### src/design/cartridge_bank_mapper_with_irq_top_defines.svh
// ----------------------------------------------------------------------------
// cartridge_bank_mapper_with_irq_top_defines.svh
// Assertion macros used by the result buffer (cbm_skid); empty when synthesising.
// ----------------------------------------------------------------------------
`ifndef CARTRIDGE_BANK_MAPPER_WITH_IRQ_TOP_DEFINES_SVH
`define CARTRIDGE_BANK_MAPPER_WITH_IRQ_TOP_DEFINES_SVH

`ifndef SYNTHESIS
// same-cycle implication
`define CBM_ASSERT_NOW(label, clk, rst_n, ante, cons, msg) \
    label: assert property (@(posedge clk) disable iff (!rst_n) (ante) |-> (cons)) \
        else $error(msg);
// next-cycle implication
`define CBM_ASSERT_NEXT(label, clk, rst_n, ante, cons, msg) \
    label: assert property (@(posedge clk) disable iff (!rst_n) (ante) |=> (cons)) \
        else $error(msg);
`else
`define CBM_ASSERT_NOW(label, clk, rst_n, ante, cons, msg)
`define CBM_ASSERT_NEXT(label, clk, rst_n, ante, cons, msg)
`endif

`endif

### src/design/cbm_pkg.sv
// ----------------------------------------------------------------------------
// cbm_pkg
// Types and constants of the cartridge bank mapper.
// ----------------------------------------------------------------------------
`timescale 1ns / 1ps
`default_nettype none

package cbm_pkg;

    localparam int CHR_BANK_SLOTS = 8;
    localparam int CHR_IDX_W      = $clog2(CHR_BANK_SLOTS);

    typedef enum logic [1:0] {
        OP_REG_WRITE = 2'd0,
        OP_IRQ_TICK  = 2'd1,
        OP_XLAT_CPU  = 2'd2,
        OP_XLAT_PPU  = 2'd3
    } t_opcode;

    typedef struct packed {
        t_opcode     opcode;
        logic [15:0] address;
        logic [7:0]  data;
        logic        rendering;
    } t_in_beat;

    typedef struct packed {
        logic [7:0] bank;
        logic       irq_line;
        logic       mirror_horizontal;
    } t_out_beat;

    // write decode
    localparam logic [15:0] DEC_MASK      = 16'hF003;
    localparam logic [15:0] REG_PRG_SEL   = 16'h8000;
    localparam logic [15:0] REG_MIRROR    = 16'h9000;
    localparam logic [15:0] REG_MODE      = 16'h9001;
    localparam logic [15:0] REG_PRG_MID   = 16'hA000;
    localparam logic [15:0] REG_IRQ_LO    = 16'hF000;
    localparam logic [15:0] REG_IRQ_ACK_A = 16'hF001;
    localparam logic [15:0] REG_IRQ_HI    = 16'hF002;
    localparam logic [15:0] REG_IRQ_ACK_B = 16'hF003;
    localparam logic [15:0] CHR_REG_FIRST = 16'hB000;
    localparam logic [15:0] CHR_REG_LAST  = 16'hE003;

    localparam logic [CHR_IDX_W-1:0] CHR_IDX_BIAS = CHR_IDX_W'(6);

    localparam logic [15:0] CPU_ROM_BASE    = 16'h8000;
    localparam logic [15:0] PPU_PATTERN_TOP = 16'h2000;

    localparam logic [7:0] PRG_SECOND_LAST = 8'hFE;
    localparam logic [7:0] PRG_LAST        = 8'hFF;
    localparam logic [7:0] PRG_MASK_RESET  = 8'hFF;
    localparam logic [7:0] IRQ_MATCH       = 8'd238;
    localparam logic [7:0] IRQ_RENDER_STEP = 8'd8;

endpackage

`default_nettype wire

### src/design/cartridge_bank_mapper_with_irq_top.sv
// ----------------------------------------------------------------------------
// cartridge_bank_mapper_with_irq_top
// Cartridge bank mapper with IRQ counter: register writes, ticks, translates.
// ----------------------------------------------------------------------------
// Input channel: i_in_valid / o_in_stall carry one t_in_beat per beat (opcode,
// address, data, rendering). Every accepted beat yields exactly one t_out_beat
// on o_out_valid / i_out_stall: the translated bank (0 for writes and ticks),
// and the IRQ line and mirroring as they stand after the beat.
// Config channel: i_cfg_valid / o_cfg_ready writes the 8-bit PRG bank mask;
// o_cfg_ready is always high. Write it only while the block is idle.
// State update and result are formed in the accept cycle from combinational
// decode against the bank and counter registers, and the result is registered.
// Throughput is one beat per cycle while the output buffer is not full.
// A two-entry output buffer keeps input accepted while one result waits; the
// input stalls only when both entries hold results the receiver has not taken.
// Reset (synchronous, active low) restores the power-on banks (slot 2 at the
// second-to-last bank), clears CHR banks, counter, enable and pending, sets the
// mask to all ones and empties the output buffer.
// ----------------------------------------------------------------------------
`timescale 1ns / 1ps
`default_nettype none

module cartridge_bank_mapper_with_irq_top
    import cbm_pkg::*;
(
    input  wire logic       i_clk,
    input  wire logic       i_rst_n,
    input  wire logic       i_cfg_valid,
    output logic            o_cfg_ready,
    input  wire logic [7:0] i_cfg_data,
    input  wire logic       i_in_valid,
    output logic            o_in_stall,
    input  wire t_in_beat   i_in_beat,
    output logic            o_out_valid,
    input  wire logic       i_out_stall,
    output t_out_beat       o_out_beat
);

    logic      accept;
    logic      buf_full;
    t_out_beat result;

    assign o_cfg_ready = 1'b1;
    assign o_in_stall  = buf_full;
    assign accept      = i_in_valid && !buf_full;

    cbm_core u_core (
        .i_clk      (i_clk),
        .i_rst_n    (i_rst_n),
        .i_cfg_we   (i_cfg_valid && o_cfg_ready),
        .i_cfg_data (i_cfg_data),
        .i_accept   (accept),
        .i_beat     (i_in_beat),
        .o_result   (result)
    );

    cbm_skid u_skid (
        .i_clk   (i_clk),
        .i_rst_n (i_rst_n),
        .i_push  (accept),
        .i_beat  (result),
        .o_full  (buf_full),
        .o_valid (o_out_valid),
        .i_stall (i_out_stall),
        .o_beat  (o_out_beat)
    );

endmodule

`default_nettype wire

### src/design/cbm_core.sv
// ----------------------------------------------------------------------------
// cbm_core
// Mapper state, write decode, IRQ counter and bank translation.
// ----------------------------------------------------------------------------
`timescale 1ns / 1ps
`default_nettype none

module cbm_core
    import cbm_pkg::*;
(
    input  wire logic      i_clk,
    input  wire logic      i_rst_n,
    input  wire logic      i_cfg_we,
    input  wire logic [7:0] i_cfg_data,
    input  wire logic      i_accept,
    input  wire t_in_beat  i_beat,
    output t_out_beat      o_result
);

    logic [7:0] r_prg_mask;
    logic [7:0] r_prg [3];
    logic       r_mode;
    logic [7:0] r_chr [CHR_BANK_SLOTS];
    logic       r_mirror;
    logic       r_irq_en;
    logic [7:0] r_irq_cnt;
    logic       r_irq_pend;

    logic [7:0] n_prg [3];
    logic       n_mode;
    logic [7:0] n_chr [CHR_BANK_SLOTS];
    logic       n_mirror;
    logic       n_irq_en;
    logic [7:0] n_irq_cnt;
    logic       n_irq_pend;

    logic [15:0]          addr;
    logic [7:0]           wdata;
    logic [15:0]          dec;
    logic [CHR_IDX_W-1:0] chr_wr_idx;
    logic [CHR_IDX_W-1:0] chr_rd_idx;
    logic [7:0]           bank;

    assign addr       = i_beat.address;
    assign wdata      = i_beat.data;
    assign dec        = addr & DEC_MASK;
    assign chr_wr_idx = (addr[11 +: CHR_IDX_W] - CHR_IDX_BIAS)
                      | {{(CHR_IDX_W-1){1'b0}}, addr[0]};
    assign chr_rd_idx = addr[10 +: CHR_IDX_W];

    always_comb begin
        n_prg      = r_prg;
        n_mode     = r_mode;
        n_chr      = r_chr;
        n_mirror   = r_mirror;
        n_irq_en   = r_irq_en;
        n_irq_cnt  = r_irq_cnt;
        n_irq_pend = r_irq_pend;
        bank       = 8'd0;
        unique case (i_beat.opcode)
            OP_REG_WRITE: begin
                if (addr >= CHR_REG_FIRST && addr <= CHR_REG_LAST) begin
                    if (addr[1]) begin
                        n_chr[chr_wr_idx] = {wdata[3:0], r_chr[chr_wr_idx][3:0]};
                    end else begin
                        n_chr[chr_wr_idx] = {r_chr[chr_wr_idx][7:4], wdata[3:0]};
                    end
                end else begin
                    unique case (dec)
                        REG_PRG_SEL: begin
                            if (r_mode) begin
                                n_prg[0] = PRG_SECOND_LAST;
                                n_prg[2] = wdata;
                            end else begin
                                n_prg[0] = wdata;
                                n_prg[2] = PRG_SECOND_LAST;
                            end
                        end
                        REG_MODE: begin
                            n_mode = wdata[1];
                            if (wdata[1]) begin
                                n_prg[0] = PRG_SECOND_LAST;
                                n_prg[2] = r_prg[0];
                            end else begin
                                n_prg[2] = PRG_SECOND_LAST;
                            end
                        end
                        REG_MIRROR:  n_mirror = wdata[0];
                        REG_PRG_MID: n_prg[1] = wdata;
                        REG_IRQ_LO:  n_irq_cnt = {r_irq_cnt[7:4], wdata[3:0]};
                        REG_IRQ_HI:  n_irq_cnt = {wdata[3:0], r_irq_cnt[3:0]};
                        REG_IRQ_ACK_A, REG_IRQ_ACK_B: begin
                            n_irq_en   = wdata[1];
                            n_irq_pend = 1'b0;
                            if (i_beat.rendering) begin
                                n_irq_cnt = r_irq_cnt - IRQ_RENDER_STEP;
                            end
                        end
                        default: ;
                    endcase
                end
            end
            OP_IRQ_TICK: begin
                if (r_irq_en) begin
                    n_irq_cnt = r_irq_cnt + 8'd1;
                    if (n_irq_cnt == IRQ_MATCH) begin
                        n_irq_pend = 1'b1;
                    end
                end
            end
            OP_XLAT_CPU: begin
                if (addr >= CPU_ROM_BASE) begin
                    unique case (addr[14:13])
                        2'd0:    bank = r_prg[0] & r_prg_mask;
                        2'd1:    bank = r_prg[1] & r_prg_mask;
                        2'd2:    bank = r_prg[2] & r_prg_mask;
                        default: bank = PRG_LAST & r_prg_mask;
                    endcase
                end
            end
            OP_XLAT_PPU: begin
                if (addr < PPU_PATTERN_TOP) begin
                    bank = r_chr[chr_rd_idx];
                end
            end
            default: ;
        endcase
    end

    assign o_result.bank              = bank;
    assign o_result.irq_line          = n_irq_pend;
    assign o_result.mirror_horizontal = n_mirror;

    always_ff @(posedge i_clk) begin
        if (!i_rst_n) begin
            r_prg_mask <= PRG_MASK_RESET;
            r_prg[0]   <= 8'd0;
            r_prg[1]   <= 8'd0;
            r_prg[2]   <= PRG_SECOND_LAST;
            r_mode     <= 1'b0;
            for (int i = 0; i < CHR_BANK_SLOTS; i++) begin
                r_chr[i] <= 8'd0;
            end
            r_mirror   <= 1'b0;
            r_irq_en   <= 1'b0;
            r_irq_cnt  <= 8'd0;
            r_irq_pend <= 1'b0;
        end else begin
            if (i_cfg_we) begin
                r_prg_mask <= i_cfg_data;
            end
            if (i_accept) begin
                r_prg      <= n_prg;
                r_mode     <= n_mode;
                r_chr      <= n_chr;
                r_mirror   <= n_mirror;
                r_irq_en   <= n_irq_en;
                r_irq_cnt  <= n_irq_cnt;
                r_irq_pend <= n_irq_pend;
            end
        end
    end

endmodule

`default_nettype wire

### src/design/cbm_skid.sv
// ----------------------------------------------------------------------------
// cbm_skid
// Two-entry result buffer: output register plus skid stage.
// ----------------------------------------------------------------------------
`timescale 1ns / 1ps
`default_nettype none

`include "cartridge_bank_mapper_with_irq_top_defines.svh"

module cbm_skid
    import cbm_pkg::*;
(
    input  wire logic      i_clk,
    input  wire logic      i_rst_n,
    input  wire logic      i_push,
    input  wire t_out_beat i_beat,
    output logic           o_full,
    output logic           o_valid,
    input  wire logic      i_stall,
    output t_out_beat      o_beat
);

    logic      r_main_valid;
    logic      r_skid_valid;
    t_out_beat r_main;
    t_out_beat r_skid;
    logic      pop;

    assign pop     = r_main_valid && !i_stall;
    assign o_valid = r_main_valid;
    assign o_beat  = r_main;
    assign o_full  = r_skid_valid;

    always_ff @(posedge i_clk) begin
        if (!i_rst_n) begin
            r_main_valid <= 1'b0;
            r_skid_valid <= 1'b0;
        end else begin
            priority if (pop && r_skid_valid) begin
                r_main_valid <= 1'b1;
                r_skid_valid <= 1'b0;
            end else if (pop) begin
                r_main_valid <= i_push;
            end else if (i_push && r_main_valid) begin
                r_skid_valid <= 1'b1;
            end else if (i_push) begin
                r_main_valid <= 1'b1;
            end
        end
    end

    always_ff @(posedge i_clk) begin
        priority if (pop && r_skid_valid) begin
            r_main <= r_skid;
        end else if (i_push && (pop || !r_main_valid)) begin
            r_main <= i_beat;
        end else if (i_push) begin
            r_skid <= i_beat;
        end
    end

    `CBM_ASSERT_NOW(a_skid_needs_main, i_clk, i_rst_n, r_skid_valid, r_main_valid, "skid beat without main beat")
    `CBM_ASSERT_NEXT(a_skid_drains, i_clk, i_rst_n, pop && r_skid_valid, r_main_valid && !r_skid_valid, "skid beat lost on drain")
    `CBM_ASSERT_NEXT(a_push_held, i_clk, i_rst_n, i_push && r_main_valid && !pop, r_skid_valid, "beat dropped under stall")
    `CBM_ASSERT_NOW(a_no_push_full, i_clk, i_rst_n, r_skid_valid, !i_push, "push into full buffer")

endmodule

`default_nettype wire
### config.mk
export PLATFORM = sky130hd
export DESIGN_NAME = cartridge_bank_mapper_with_irq_top
export DESIGN_NICKNAME = d
export VERILOG_FILES = /design/src/design/cbm_pkg.sv /design/src/design/cartridge_bank_mapper_with_irq_top.sv /design/src/design/cbm_core.sv /design/src/design/cbm_skid.sv
export VERILOG_INCLUDE_DIRS = /design/src /design/src/design
export SDC_FILE = /design/constraint.sdc
export NUM_CORES = 1
export LEC_CHECK = 0
export ABC_AREA = 1
export BUFFER_PORTS_ARGS = -buffer_cell sky130_fd_sc_hd__buf_2
export CORE_UTILIZATION = 56
export DETAILED_ROUTE_END_ITERATION = 7
export PLACE_DENSITY = 0.77
export SETUP_SLACK_MARGIN = 0.05
export SYNTH_ARGS = -nofsm -noshare
export SYNTH_HDL_FRONTEND = slang
export SYNTH_SLANG_ARGS = --single-unit
### constraint.sdc
create_clock -name i_clk -period 2.5 [get_ports i_clk]
set_clock_uncertainty 0.1 [all_clocks]
set_input_delay 0.5 -clock i_clk [delete_from_list [all_inputs] [get_ports i_clk]]
set_output_delay 0.5 -clock i_clk [all_outputs]
set_load 0.05 [all_outputs]
==> impl_metrics.env, run 1 <==
export IMPL_status="finished clean"
export IMPL_yosys_area_top_type="dfxtp_1"
export IMPL_post_place_ws_ps=133
export IMPL_synth_compound_area_share_pct=15.2
export IMPL_fin_hold_ws_ps=162
export IMPL_root_buffer="clkbuf_16"
export IMPL_wl_per_cell_um=17.1
export IMPL_required_ps=2780
export IMPL_ant_nets=0
export IMPL_yosysSeqAreaShare_pct=33.6
export IMPL_critPathKind="primary input to flip-flop"
export IMPL_track_usage_pct=34.9
export IMPL_placed_area_um2=8800
export IMPL_drc=0
export IMPL_setup_violations=0
export IMPL_syn_nets=1341
export IMPL_clk_pin_slew_worst_paths_ps=60
export IMPL_worst_pin_slew_ps=582
export IMPL_num_antenna_cells=0
export IMPL_finalCriticalPeriod_ps=2030
export IMPL_clock_latency_ps=440
export IMPL_yosys_area_share_simple_pct=40.7
export IMPL_cp_end_kind="flip-flop"
export IMPL_synth_top_area_share_pct=26.4
export IMPL_grt_pass1_vias=7729
export IMPL_ios=53
export IMPL_grt_pass1_wl_um=40200
export IMPL_fin_area_um2=9360
export IMPL_synth_commonest_cells="nand2_1 (254), nor2_1 (231), nand3_1 (201), dfxtp_1 (110), o21ai_0 (98)"
export IMPL_max_freq_mhz=492
export IMPL_holdCritPathClass="primary input to flip-flop"
export IMPL_ir_drop_uv=489
export IMPL_fin_crit_sh_pct=81.3
export IMPL_synthAdderAreaFrac_pct=1.95
export IMPL_synth_xor_area_share_pct=0.210
export IMPL_cts_setup_buffers=0
export IMPL_cts_buffer_depth=2
export IMPL_cts_tree="done"
export IMPL_cts_resized_gates=0
export IMPL_synth_top_family_by_area="simple AND/OR/NAND/NOR gates"
export IMPL_grt_ovfl_total=0
export IMPL_antenna_found_initial=0
export IMPL_synth_cell_types=38
export IMPL_layout_setup_ws_ps=467
export IMPL_synth_mux_area_share_pct=0
export IMPL_arrival_ps=2310
export IMPL_cts_max_level=4
export IMPL_synth_most_common_cell="nand2_1"
export IMPL_worst_setup_path_start_kind="primary input"
export IMPL_ctsHoldBuffers=0
export IMPL_yosys_warnings=0
export IMPL_synth_edf_count=20
export IMPL_slew_headroom_pct=61.2
export IMPL_rows=44
export IMPL_drive_above_1_share_pct=13.1
export IMPL_nNetsFinal=1372
export IMPL_via_count=9076
export IMPL_async_flop_share_pct=0
export IMPL_crit_fanout=9
export IMPL_fin_util_pct=64.4
export IMPL_syn_inst=1288
export IMPL_cts_sinks=130
export IMPL_hold_viol=0
export IMPL_drv_cap=0
export IMPL_rsz0062_at_grt="no"
export IMPL_die_w_um=124
export IMPL_coreArea_um2=14500
export IMPL_tns_ps=0
export IMPL_avgViaCountPerCell=5.99
export IMPL_routed_wl_um=26000
export IMPL_grt_max_degree=45
export IMPL_portBuffers=51
export IMPL_synth_avg_cell_area_um2=6.48
export IMPL_power_density_nw_per_um2=584
export IMPL_first_pass_iters=6
export IMPL_area_growth_pct=12.1
export IMPL_synth_seq_cells=130
export IMPL_die_area_um2=15400
export IMPL_place_hpwl_um=17800
export IMPL_synth_ff_type="dfxtp_1"
export IMPL_die_height_um=124
export IMPL_ys_top_cells_by_area="dfxtp_1 (26%), nand3_1 (12%), nand2_1 (11%)"
export IMPL_cts_made_buffers=17
export IMPL_leakagePower_nw=4.30
export IMPL_initial_utilization_pct=57.4
export IMPL_drt_iter0_markers=1250
export IMPL_gp_congestion=0.947
export IMPL_synth_area_um2=8350
export IMPL_final_max_slew_viol_count=0
[metrics by stage]
| stage | cells | power, mW |
|---|---|---|
| after detailed placement | 1484 | 3.06 |
| after floorplan | 1288 | 2.79 |
| after CTS | 1516 | 5.44 |
| after global placement | 1484 | 3.05 |
| final | 1516 | 5.47 |
| after global routing | 1516 | 5.64 |
[cells by family (layout without fill, tap and decap cells)]
| family | count (synthesis) | count (layout) |
|---|---|---|
| AO/OA/AOI/OAI | 223 | 223 |
| buffers and inverters | 171 | 215 |
| XOR/XNOR | 2 | 2 |
| flip-flops | 130 | 130 |
| adder cells (fa/ha/maj) | 13 | 13 |
| AND/OR/NAND/NOR | 748 | 748 |
| other | 1 | 1 |
[cell usage in the layout, fill, tap and decap left out, drive strengths merged]
master    count
nand2       257
nor2        251
nand3       218
o21ai       123
dfxtp       110
inv         106
buf          78
a21oi        49
o211ai       33
edfxtp       20
clkbuf       18
nand4        15
ha           13
a31oi         8
clkinv        7
nor3          5
clkinvlp      5
o22a          4
o21bai        3
o22ai         3
xor2          2
nand3b        1
and3          1
conb          1
bufinv        1
[path summary, 6_finish.rpt]
path	startpoint	to	slack, ps	depth (start not counted)
worst max-delay path	i_in_beat[22]	u_core.r_chr[55]	470	10
worst min-delay path	i_cfg_data[6]	u_core.r_prg_mask[6]	160	3
worst max register to register	u_core.r_irq_cnt[0]	u_skid.o_beat[1]	510	9
worst min register to register	u_core.r_prg[15]	u_core.r_prg[15]	370	2
[flip-flops by register name (all words and copies together), names as in the netlist]
signal and cells:
u_core.r_mirror 1, u_core.r_irq_en 1, u_core.r_mode 1, u_core.r_chr 64
u_core.r_irq_cnt 8, u_skid.o_full 1, u_skid.o_beat 10, u_skid.o_valid 1
u_skid.r_skid 10, u_core.r_prg 24, u_core.r_prg_mask 8, u_core.r_irq_pend 1
[cell type report]
| class | count | area, um^2 |
|---|---|---|
| clock inverter | 14 | 131 |
| clock buffer | 18 | 429 |
| multi-input combinational | 987 | 4850 |
| fill | 1345 | 5170 |
| tap | 184 | 230 |
| sequential | 130 | 2800 |
| inverter | 105 | 404 |
| timing repair buffer | 78 | 508 |
[per-layer routing]
| metal | vias up | GRT usage, % | wire length (um) |
|---|---|---|---|
| li1 | 4355 | - | - |
| met1 | 4108 | 48.4 | 11100 |
| met2 | 524 | 50.3 | 11100 |
| met3 | 89 | 9.62 | 2860 |
| met4 | 0 | 14.9 | 938 |
| met5 | - | 0 | 0 |
[where the power goes]
part           switching (mW)  internal (mW)  leakage [nW]  total (mW)
logic                   0.633          0.227          2.95       0.860
registers              0.0256           2.17          1.09        2.19
clock network            1.04           1.38         0.264        2.41
total                    1.70           3.77          4.30        5.47
[worst max-delay path, cell delays in order]
cell	delay, ps
buf_2	150
ha_1	320
inv_1	180
nor2_2	350
inv_1	160
nor2_1	280
nand3_1	150
nand2_1	100
nor2_1	40
nor2_1	90
(Power assumes the default switching activity.)
==> run 2, diff against run 1 <==
--- a/config.mk
+++ b/config.mk
@@ -6,9 +6,9 @@
 export SDC_FILE = /design/constraint.sdc
 export NUM_CORES = 1
 export LEC_CHECK = 0
-export ABC_AREA = 1
+export ABC_AREA = 0
 export BUFFER_PORTS_ARGS = -buffer_cell sky130_fd_sc_hd__buf_2
-export CORE_UTILIZATION = 56
+export CORE_UTILIZATION = 55
 export DETAILED_ROUTE_END_ITERATION = 7
 export PLACE_DENSITY = 0.77
 export SETUP_SLACK_MARGIN = 0.05
==> constraint.sdc (replaced) <==
create_clock -name i_clk -period 1.8 [get_ports i_clk]
set_clock_uncertainty 0.1 [all_clocks]
set_input_delay 0.36 -clock i_clk [delete_from_list [all_inputs] [get_ports i_clk]]
set_output_delay 0.36 -clock i_clk [all_outputs]
set_load 0.05 [all_outputs]
==> impl_metrics.env, run 2 <==
export IMPL_violations="negative setup slack"
export IMPL_cp_buffers_inverters=4
export IMPL_ff_latch_area_um2=2820
export IMPL_yosys_area_top_type="dfxtp_1"
export IMPL_ant_nets=0
export IMPL_final_cells=1045
export IMPL_max_stage_delay_ps=400
export IMPL_fin_util_pct=83.5
export IMPL_multiInputGateArea_um2=4630
export IMPL_gp_congestion=0.977
export IMPL_p_sw_mw=2.32
export IMPL_cp_end_kind="flip-flop"
export IMPL_cts_made_buffers=17
export IMPL_rows=40
export IMPL_ios=53
export IMPL_synth_commonest_cells="dfxtp_1 (110), nand2_1 (70), mux2i_1 (40), nor2_1 (37)"
export IMPL_synth_ff_type="dfxtp_1"
export IMPL_required_ps=2000
export IMPL_fin_crit_sh_pct=119
export IMPL_grt_busiest_layer="met2"
export IMPL_synth_seq_cells=130
export IMPL_drive_above_1_share_pct=47.7
export IMPL_antenna_found_initial=0
export IMPL_drt_iter0_markers=1446
export IMPL_first_pass_iters=8
export IMPL_drc=0
export IMPL_yosysSeqAreaShare_pct=40.7
export IMPL_synth_most_common_cell="dfxtp_1"
export IMPL_grt_pass1_vias=6674
export IMPL_met3_usage_pct=11.7
export IMPL_place_hpwl_um=15800
export IMPL_leakagePower_nw=3.88
export IMPL_die_area_um2=13000
export IMPL_hold_depth=3
export IMPL_power_density_nw_per_um2=798
export IMPL_critPathKind="primary input to flip-flop"
export IMPL_syn_nets=733
export IMPL_final_cell_mix="buf_4 (122), dfxtp_1 (100), nand2_1 (66)"
export IMPL_synth_edf_count=20
export IMPL_regMostFlops="u_core.r_chr"
export IMPL_avgViaCountPerCell=7.46
export IMPL_synth_avg_cell_area_um2=10.1
export IMPL_worst_setup_path_start_kind="primary input"
export IMPL_cts_tree="done"
export IMPL_pwr_share_comb_pct=16.2
export IMPL_cts_max_level=4
export IMPL_synth_cell_types=70
export IMPL_ctsHoldBuffers=0
export IMPL_track_usage_pct=38.2
export IMPL_nNetsFinal=917
export IMPL_largest_register_ffs=64
export IMPL_arrival_ps=2330
export IMPL_setup_violations=113
export IMPL_yosys_warnings=0
export IMPL_syn_inst=680
export IMPL_rsz0062_at_grt="yes"
export IMPL_root_buffer="clkbuf_16"
export IMPL_cts_sinks=130
export IMPL_synth_area_um2=6880
export IMPL_holdCritPathClass="primary input to flip-flop"
export IMPL_initial_utilization_pct=56.8
export IMPL_grt_ovfl_total=0
export IMPL_coreArea_um2=12100
export IMPL_worst_pin_slew_ps=823
export IMPL_num_antenna_cells=0
export IMPL_use_met2_pct=58.1
export IMPL_layout_commonest_cell="buf_4"
export IMPL_ir_drop_uv=625
export IMPL_cpMostUsedCell="a32oi_1"
export IMPL_synth_top_area_share_pct=32.0
export IMPL_cts_buffer_depth=2
export IMPL_n_fill_cell=565
export IMPL_grt_max_degree=26
export IMPL_status="complete, but fails checks"
export IMPL_slowest_stage="mux2i_1"
export IMPL_dp_cells=978
export IMPL_crit_chain="buf_2 > or2_1 > buf_12 > buf_6 > mux2i_1 > a32oi_1 > a32oi_1 > buf_4 > o2bb2ai_1"
export IMPL_via_count=7795
export IMPL_ys_top_cells_by_area="dfxtp_1 (32%), edfxtp_1 (8.7%), mux2i_1 (5.8%)"
export IMPL_p_seq_share_pct=37.5
export IMPL_portBuffers=51
export IMPL_intPower_mw=5.76
export IMPL_layout_setup_ws_ps=-336
export IMPL_finalCriticalPeriod_ps=2140
export IMPL_r2r_cells=6
export IMPL_final_max_slew_viol_count=0
export IMPL_max_freq_mhz=468
export IMPL_die_w_um=114
export IMPL_grt_pass1_wl_um=37200
export IMPL_worst_path_stages=9
export IMPL_swShare_pct=28.8
export IMPL_reg_top3="u_core.r_chr x64, u_core.r_prg x24"
export IMPL_hold_viol=0
export IMPL_slew_headroom_pct=44.8
export IMPL_cp_top_family="buffers and inverters"
export IMPL_async_flop_share_pct=0
export IMPL_clk_pin_slew_worst_paths_ps=60
export IMPL_routed_wl_um=30300
export IMPL_met1_usage_pct=49.8
export IMPL_p_clk_share_pct=46.3
export IMPL_drv_cap=0
export IMPL_wl_per_cell_um=29.0
export IMPL_die_height_um=114
export IMPL_area_growth_pct=47.0
export IMPL_crit_fanout=21
export IMPL_clock_latency_ps=440
run 2: logic make-up (layout without fill, tap and decap cells):
| family | Yosys count | in the layout | synth area share [%] |
|---|---|---|---|
| buf+inv | 64 | 261 | 3.84 |
| simple gates | 178 | 178 | 13.1 |
| xor+xnor | 7 | 7 | 0.891 |
| fa+ha+maj | 13 | 13 | 2.36 |
| flops | 130 | 130 | 40.7 |
| mux | 66 | 66 | 12.7 |
| other cells | 1 | 1 | 0.0545 |
| compound gates | 221 | 221 | 26.3 |
run 2: power groups by stage:
stage / sequential [mW] / clock, mW / combinational (mW)
finish: 3.03 / 3.74 / 1.31
detailed placement: 3.08 / 0 / 0.950
global route: 3.03 / 3.83 / 1.33
CTS: 3.02 / 3.66 / 1.06
floorplan: 3.15 / 0 / 0.507
global placement: 3.08 / 0 / 0.927
run 2: tightest hold or removal path, delay by kind of cell:
family	cells	cell delay (ps)
buf+inv	1	80
mux	1	60
simple gates	1	70
run 2: repair_timing:
item | CTS | global route
pin swaps | 54 | 38
hold endpoints to repair | 0 | 0
gates resized for setup | 108 | 91
endpoints found under the setup margin | 102 | 112
setup buffers | 18 | 21
cloned | 1 | 0
run 2: path summary, 6_finish.rpt:
kind                           to       startpoint  slack [ps]
max               u_core.r_chr[6]    i_in_beat[20]        -340
min          u_core.r_prg_mask[2]    i_cfg_data[2]          60
max reg2reg      u_core.r_chr[49]    u_skid.o_full        -180
min reg2reg       u_core.r_mirror  u_core.r_mirror         380
run 2: final cells by class:
type,count,share of cell area [%]
clock buffers,19,4.39
clock inverters,13,1.72
repair buffers,211,17.5
flip-flops and latches,130,27.8
multi-input cells,486,45.7
inverters,18,0.730
well taps,168,2.08
run 2: routing by layer:
layer  vias to the layer above  routed length (um)
met5                         -                   0
met4                         0                2520
met3                       287                4090
met2                       858               13100
met1                      3641               10700
li1                       3009                   -
run 2: through the flow:
step	total power, mW	area, um^2	worst slack [ps]	hold WS [ps]	setup TNS [ps]
finish	8.08	10100	-336	59.7	-22910
global route	8.18	10100	-541	68.7	-27310
CTS	7.74	9480	-210	59.6	-10970
detailed placement	4.03	8300	-861	355	-70620
global placement	4.01	8300	-770	342	-67490
floorplan	3.66	7060	-534	336	-37480
